## src/rtl/njs_pkg.sv

```systemverilog
// ----------------------------------------------------------------------------
// njs_pkg
// Shared types and constants of the nearest-job scheduler with recompile quota.
// ----------------------------------------------------------------------------
package njs_pkg;

   localparam int TAG_W      = 16;
   localparam int CHUNK_W    = 22;
   localparam int SEC_W      = 5;
   localparam int CAM_W      = 30;
   localparam int QUOTA_W    = 4;
   localparam int YW_W       = 16;
   localparam int DROP_W     = 7;
   localparam int DIST_W     = 64;
   localparam int ACT_W      = 2;
   localparam int STAT_W     = 2;
   localparam int REQ_DATA_W = 160;
   localparam int RSP_DATA_W = 80;
   localparam int CSR_ADDR_W = 2;
   localparam int CSR_DATA_W = 16;

   localparam logic [QUOTA_W-1:0]    QUOTA_RESET   = 4'd2;
   localparam logic [YW_W-1:0]       YW_RESET      = 16'd655;
   localparam logic [DROP_W-1:0]     DROP_MAX      = 7'd127;
   localparam logic [CSR_ADDR_W-1:0] CSR_MAX_QUOTA = 2'd0;
   localparam logic [CSR_ADDR_W-1:0] CSR_Y_WEIGHT  = 2'd1;

   typedef enum logic [ACT_W-1:0] {
      ACT_ENQUEUE = 2'd0,
      ACT_POLL    = 2'd1,
      ACT_CANCEL  = 2'd2,
      ACT_CLEAR   = 2'd3
   } action_type;

   typedef enum logic [STAT_W-1:0] {
      ST_DONE    = 2'd0,
      ST_FULL    = 2'd1,
      ST_GRANTED = 2'd2,
      ST_EMPTY   = 2'd3
   } status_type;

   typedef struct packed {
      logic                       cancelled;
      logic                       recompile;
      logic [SEC_W-1:0]           section;
      logic signed [CHUNK_W-1:0]  chunk_z;
      logic signed [CHUNK_W-1:0]  chunk_x;
      logic [TAG_W-1:0]           tag;
   } job_type;

   typedef enum logic [1:0] {RD_IDX, RD_LAST, RD_CHOSEN} rd_sel_type;
   typedef enum logic [1:0] {WA_COUNT, WA_IDX, WA_CHOSEN} wa_sel_type;
   typedef enum logic [1:0] {WD_REQ, WD_MARK, WD_RDATA} wd_sel_type;

   typedef enum logic [3:0] {
      S_IDLE, S_DISPATCH, S_CAN_RD, S_CAN_CHK, S_CMP_RD, S_CMP_CHK, S_CMP_MOVE,
      S_SCAN, S_DRAIN, S_DECIDE, S_GRANT_RD, S_GRANT_CAP, S_GRANT_MOVE, S_FINISH
   } state_type;

   typedef struct packed {
      logic       load;
      logic       rd_en;
      rd_sel_type rd_sel;
      logic       wr_en;
      wa_sel_type wa_sel;
      wd_sel_type wd_sel;
      logic       idx_inc;
      logic       idx_clr;
      logic       cnt_inc;
      logic       cnt_dec;
      logic       cnt_clr;
      logic       drop_inc;
      logic       quota_refill;
      logic       decide;
      logic       scan_issue;
      logic       best_clr;
      logic       cap_grant;
      logic       set_status;
      status_type status;
      logic       emit;
   } cmd_type;

   typedef struct packed {
      action_type action;
      logic       full;
      logic       cnt_zero;
      logic       idx_at_end;
      logic       idx_is_last;
      logic       rd_cancelled;
      logic       tag_match;
      logic       pipe_busy;
      logic       chosen_is_last;
      logic       rsp_free;
   } stat_type;

endpackage

```

## src/rtl/njs_ctrl.sv

```systemverilog
// ----------------------------------------------------------------------------
// njs_ctrl
// Sequencer for enqueue, cancel sweep, compaction, distance scan and grant.
// ----------------------------------------------------------------------------
module njs_ctrl (
   input  logic              clock,
   input  logic              reset,
   input  logic              req_tvalid,
   output logic              req_tready,
   input  njs_pkg::stat_type stat,
   output njs_pkg::cmd_type  cmd
);
   import njs_pkg::*;

   state_type state_ff, state_in;

   always_ff @(posedge clock) begin
      if (reset) begin
         state_ff <= S_IDLE;
      end else begin
         state_ff <= state_in;
      end
   end

   always_comb begin
      state_in   = state_ff;
      cmd        = '0;
      cmd.rd_sel = RD_IDX;
      cmd.wa_sel = WA_IDX;
      cmd.wd_sel = WD_RDATA;
      cmd.status = ST_DONE;
      req_tready = 1'b0;
      case (state_ff)
         S_IDLE: begin
            req_tready = 1'b1;
            if (req_tvalid) begin
               cmd.load = 1'b1;
               state_in = S_DISPATCH;
            end
         end
         // decode the held action
         S_DISPATCH: begin
            case (stat.action)
               ACT_ENQUEUE: begin
                  if (stat.full) begin
                     cmd.set_status = 1'b1;
                     cmd.status     = ST_FULL;
                  end else begin
                     cmd.wr_en   = 1'b1;
                     cmd.wa_sel  = WA_COUNT;
                     cmd.wd_sel  = WD_REQ;
                     cmd.cnt_inc = 1'b1;
                  end
                  state_in = S_FINISH;
               end
               ACT_POLL:   state_in = S_CMP_RD;
               ACT_CANCEL: state_in = S_CAN_RD;
               ACT_CLEAR: begin
                  cmd.cnt_clr      = 1'b1;
                  cmd.quota_refill = 1'b1;
                  state_in         = S_FINISH;
               end
               default: state_in = S_FINISH;
            endcase
         end
         // cancel sweep, read then mark
         S_CAN_RD: begin
            if (stat.idx_at_end) begin
               state_in = S_FINISH;
            end else begin
               cmd.rd_en = 1'b1;
               state_in  = S_CAN_CHK;
            end
         end
         S_CAN_CHK: begin
            if (stat.tag_match) begin
               cmd.wr_en  = 1'b1;
               cmd.wd_sel = WD_MARK;
            end
            cmd.idx_inc = 1'b1;
            state_in    = S_CAN_RD;
         end
         // compaction by swap-and-pop
         S_CMP_RD: begin
            if (stat.idx_at_end) begin
               if (stat.cnt_zero) begin
                  cmd.set_status = 1'b1;
                  cmd.status     = ST_EMPTY;
                  state_in       = S_FINISH;
               end else begin
                  cmd.idx_clr  = 1'b1;
                  cmd.best_clr = 1'b1;
                  state_in     = S_SCAN;
               end
            end else begin
               cmd.rd_en = 1'b1;
               state_in  = S_CMP_CHK;
            end
         end
         S_CMP_CHK: begin
            if (!stat.rd_cancelled) begin
               cmd.idx_inc = 1'b1;
               state_in    = S_CMP_RD;
            end else begin
               cmd.drop_inc = 1'b1;
               if (stat.idx_is_last) begin
                  cmd.cnt_dec = 1'b1;
                  state_in    = S_CMP_RD;
               end else begin
                  cmd.rd_en  = 1'b1;
                  cmd.rd_sel = RD_LAST;
                  state_in   = S_CMP_MOVE;
               end
            end
         end
         // moved entry is checked again from the held read data
         S_CMP_MOVE: begin
            cmd.wr_en   = 1'b1;
            cmd.cnt_dec = 1'b1;
            state_in    = S_CMP_CHK;
         end
         // one read per cycle into the distance pipeline
         S_SCAN: begin
            cmd.rd_en      = 1'b1;
            cmd.scan_issue = 1'b1;
            if (stat.idx_is_last) begin
               state_in = S_DRAIN;
            end else begin
               cmd.idx_inc = 1'b1;
            end
         end
         S_DRAIN: begin
            if (!stat.pipe_busy) begin
               state_in = S_DECIDE;
            end
         end
         S_DECIDE: begin
            cmd.decide = 1'b1;
            state_in   = S_GRANT_RD;
         end
         S_GRANT_RD: begin
            cmd.rd_en  = 1'b1;
            cmd.rd_sel = RD_CHOSEN;
            state_in   = S_GRANT_CAP;
         end
         S_GRANT_CAP: begin
            cmd.cap_grant = 1'b1;
            if (stat.chosen_is_last) begin
               cmd.cnt_dec = 1'b1;
               state_in    = S_FINISH;
            end else begin
               cmd.rd_en  = 1'b1;
               cmd.rd_sel = RD_LAST;
               state_in   = S_GRANT_MOVE;
            end
         end
         S_GRANT_MOVE: begin
            cmd.wr_en   = 1'b1;
            cmd.wa_sel  = WA_CHOSEN;
            cmd.cnt_dec = 1'b1;
            state_in    = S_FINISH;
         end
         // hand the result to the output register once it is free
         S_FINISH: begin
            if (stat.rsp_free) begin
               cmd.emit = 1'b1;
               state_in = S_IDLE;
            end
         end
         default: state_in = S_IDLE;
      endcase
   end

endmodule

```

## config.mk

```make
export PLATFORM = sky130hd
export DESIGN_NAME = njs_ctrl
export DESIGN_NICKNAME = d
export VERILOG_FILES = /design/src/rtl/njs_pkg.sv /design/src/rtl/njs_ctrl.sv
export SDC_FILE = /design/constraint.sdc
export NUM_CORES = 1
export LEC_CHECK = 0
export BUFFER_PORTS_ARGS = -buffer_cell sky130_fd_sc_hd__buf_2
export CAP_MARGIN = 20
export CORE_MARGIN = 2
export CORE_UTILIZATION = 40
export DETAILED_ROUTE_END_ITERATION = 6
export PLACE_DENSITY = 0.8
export SLEW_MARGIN = 25
export SYNTH_ARGS = -nofsm -noshare
export SYNTH_HDL_FRONTEND = slang
export SYNTH_SLANG_ARGS = --single-unit
```

## constraint.sdc

```tcl
create_clock -name clock -period 3.6 [get_ports clock]
set_input_delay 0.72 -clock clock [delete_from_list [all_inputs] [get_ports clock]]
set_output_delay 0.72 -clock clock [all_outputs]
set_load 0.02 [all_outputs]
```

==> reports/summary.txt <==
Detailed Route WL: 1860 µm
Die H: 45.4 µm
Largest net degree at the start of global routing: 23
Initial Util: 44.0%
Register share of total power: 21.0%
Diode count: 0
Critical path launch point type: flip-flop
Routability cong.: 0.802
Residual DRC count: 0
Gate power share: 70.9%
Cell area power density: 767 nW/µm²
YS warnings: 0
DP HPWL: 1450 µm
Clk_skew: 4.28 ps
Cell Area, Synth: 686 µm²
Total GRT Usage: 18.7%
Final ANT Viol Nets: 0
Setup Crit Path Kind: flip-flop to primary output
Vias: 856
Switching pwr: 0.375 mW
Worst Min Path Start: state_ff[0]
Biggest register: state_ff
Share of cells above drive strength 1: 33.1%
CTS root buffer: clkbuf_4
Postcts setup bufs: 0
Synth unique cells: 41
Reg area: 80.1 µm²
Post_cts resized: 0
Dominant cells by area after synthesis: dfxtp_1 12%, ha_1 7.3%, nand3_1 6.6%, nor2_1 5.5%, nor2b_1 5.5%
Clock net sink count: 4
Status: finished clean
Syn nets: 122
Count leader, synth: nor2_1
Final nets: 156
Vias per cell: 5.63
WHS Path Cells: 3
Maximum vdd drop: 0.000516 V
Worst r2r src: state_ff[1]
First-pass GRT wire length: 2880 µm
CTS tree: done
Setup violations, final: 0
Slew @ Worst Pin: 635 ps
Worst hold slack: 702 ps
Post-route setup TNS: 0 ps
CP Cell Sequence: and2b_1 -> nand3_1 -> o22ai_1 -> a211o_1 -> buf_2
CP max stage cell: dfxtp_1
Number of enable flip-flop cells after synthesis: 0
Max Buffers Root-to-Sink: 2
Max reg flops: 4
Unrepaired setup endpoints after global routing: false
Clock-pin transition on the worst setup and hold timing paths: 40 ps
Row cnt: 14
Dominant synthesized flop cell: dfxtp_1
Syn-to-layout area delta: 27.2%
Pre-antenna DRT Iters: 4
DR WL/cell: 12.2 µm
Hold EP: state_ff[1]
Clock power share: 8.0%
H-tree levels: 1
CP Data Required Time: 2880 ps
Skew-Pair Late Insertion Delay: 230 ps
Vias in the first global route: 666
WP data arrival: 1930 ps
FMAX: 377 MHz
Die area: 2060 µm²
Inserted Clock Buffers: 3
#FFs+latches synth: 4
Cells after Synth: 104
Multi-input logic area: 526 µm²
Crit end category: primary output
Dominant cell type by area after synthesis: dfxtp_1
Slew Limit Headroom: 57.6%
Synth async-reset ratio: 0%
Port bufs: 38
Largest regs: state_ff x4
Seq/Total Area, Yosys: 11.7%
Share of the synthesized area in the top cell type: 11.7%
Reg-to-Reg End: state_ff[3]
Leakage power: 0.483 nW
Internal Dissipation: 0.294 mW
Fin crit share: 73.7%
Fill cells: 152
Ports: 39
Slew Limit Fails: 0
Hold_buf cts: 0
Congestion Overflow GR: 0
Min-Delay Path Class: flip-flop to flip-flop
Worst Path Max Fanout: 22
Width of the chip: 45.4 µm
Initial antenna violation count: 0
Worst stage delay on the critical path: 720 ps
Core area: 1560 µm²
Max cap viols: 0
R2R cell count: 4
R2R Setup Slk: 1710 ps
Switching part of the total power: 56.0%
Top cells by count, synth: 10 x nor2_1, 9 x nand3_1, 8 x nand2_1
Fin crit period: 2650 ps
Final hold violation count: 0
Syn avg cell area: 6.59 µm²
Initial DRC Count: 25
per-stage QoR:
stage / cell area, µm² / setup slack, ps / cells / power [mW] / util, %
2_1_floorplan: 686 / 1320 / 104 / 0.502 / -
4_1_cts: 872 / 967 / 152 / 0.669 / 55.9
6_report: 872 / 947 / 152 / 0.669 / 55.9
5_1_grt: 872 / 768 / 152 / 0.728 / 55.9
3_5_place_dp: 850 / 1230 / 149 / 0.612 / 54.5
3_3_place_gp: 850 / 1240 / 149 / 0.604 / 54.5
critical path: cells and delay by family (launching register included):
kind | cells | cell delay (ps)
buf+inv | 1 | 160
compound gates | 2 | 340
simple gates | 2 | 480
flops | 1 | 720
cells in the final DEF, fill, tap and decap left out, types with 2 or more instances in the layout:
cell,count
nor3b_1,2
nor2b_1,6
ha_1,4
nor2_1,10
nand2_1,8
a22o_1,2
nand3_1,9
and3_1,4
inv_1,6
a31oi_1,2
and4_1,2
a211o_1,2
dfxtp_1,4
a21oi_1,6
o21ai_1,4
buf_2,38
clkbuf_4,3
power groups by stage:
stage / Sequential, mW / Clock, mW / Combinational (mW)
after floorplan: 0.0828 / 0 / 0.419
after global placement: 0.138 / 0 / 0.466
after detailed placement: 0.138 / 0 / 0.474
after CTS: 0.138 / 0.0559 / 0.476
after global routing: 0.150 / 0.0576 / 0.521
final: 0.141 / 0.0538 / 0.475
worst max path at each step:
stage,startpoint,endpoint,cells past startpoint
2_1_floorplan,stat[9],cmd[17],5
3_3_place_gp,stat[6],cmd[22],4
3_5_place_dp,state_ff[1],cmd[22],5
4_1_cts,state_ff[1],cmd[22],5
5_1_grt,state_ff[2],cmd[22],5
6_report,state_ff[1],cmd[22],5
kinds of logic (layout without fill, tap and decap cells):
| family | Yosys count | in the layout | share of synthesized area [%] |
|---|---|---|---|
| flops | 4 | 4 | 11.7 |
| xor+xnor | 1 | 1 | 1.28 |
| compound gates | 27 | 27 | 27.7 |
| buf+inv | 17 | 49 | 11.7 |
| fa+ha+maj | 4 | 4 | 7.30 |
| simple gates | 51 | 51 | 40.3 |
routing by layer:
layer	global-route usage, %	routed length [µm]	vias up	part of all wire [%]
met2	28.2	813	42	44
li1	-	-	446	-
met3	4.37	167	0	9.0
met5	0	0	-	0
met1	26.7	875	368	47
met4	4.71	0	0	0
area by class of cell:
class / instances / area share, %
clock buffers: 3 / 2.58
inverters: 7 / 3.01
multi-input cells: 83 / 60.3
flip-flops and latches: 4 / 9.18
well taps: 16 / 2.30
repair buffers: 39 / 22.7
Power figures use the tool's default switching activity.
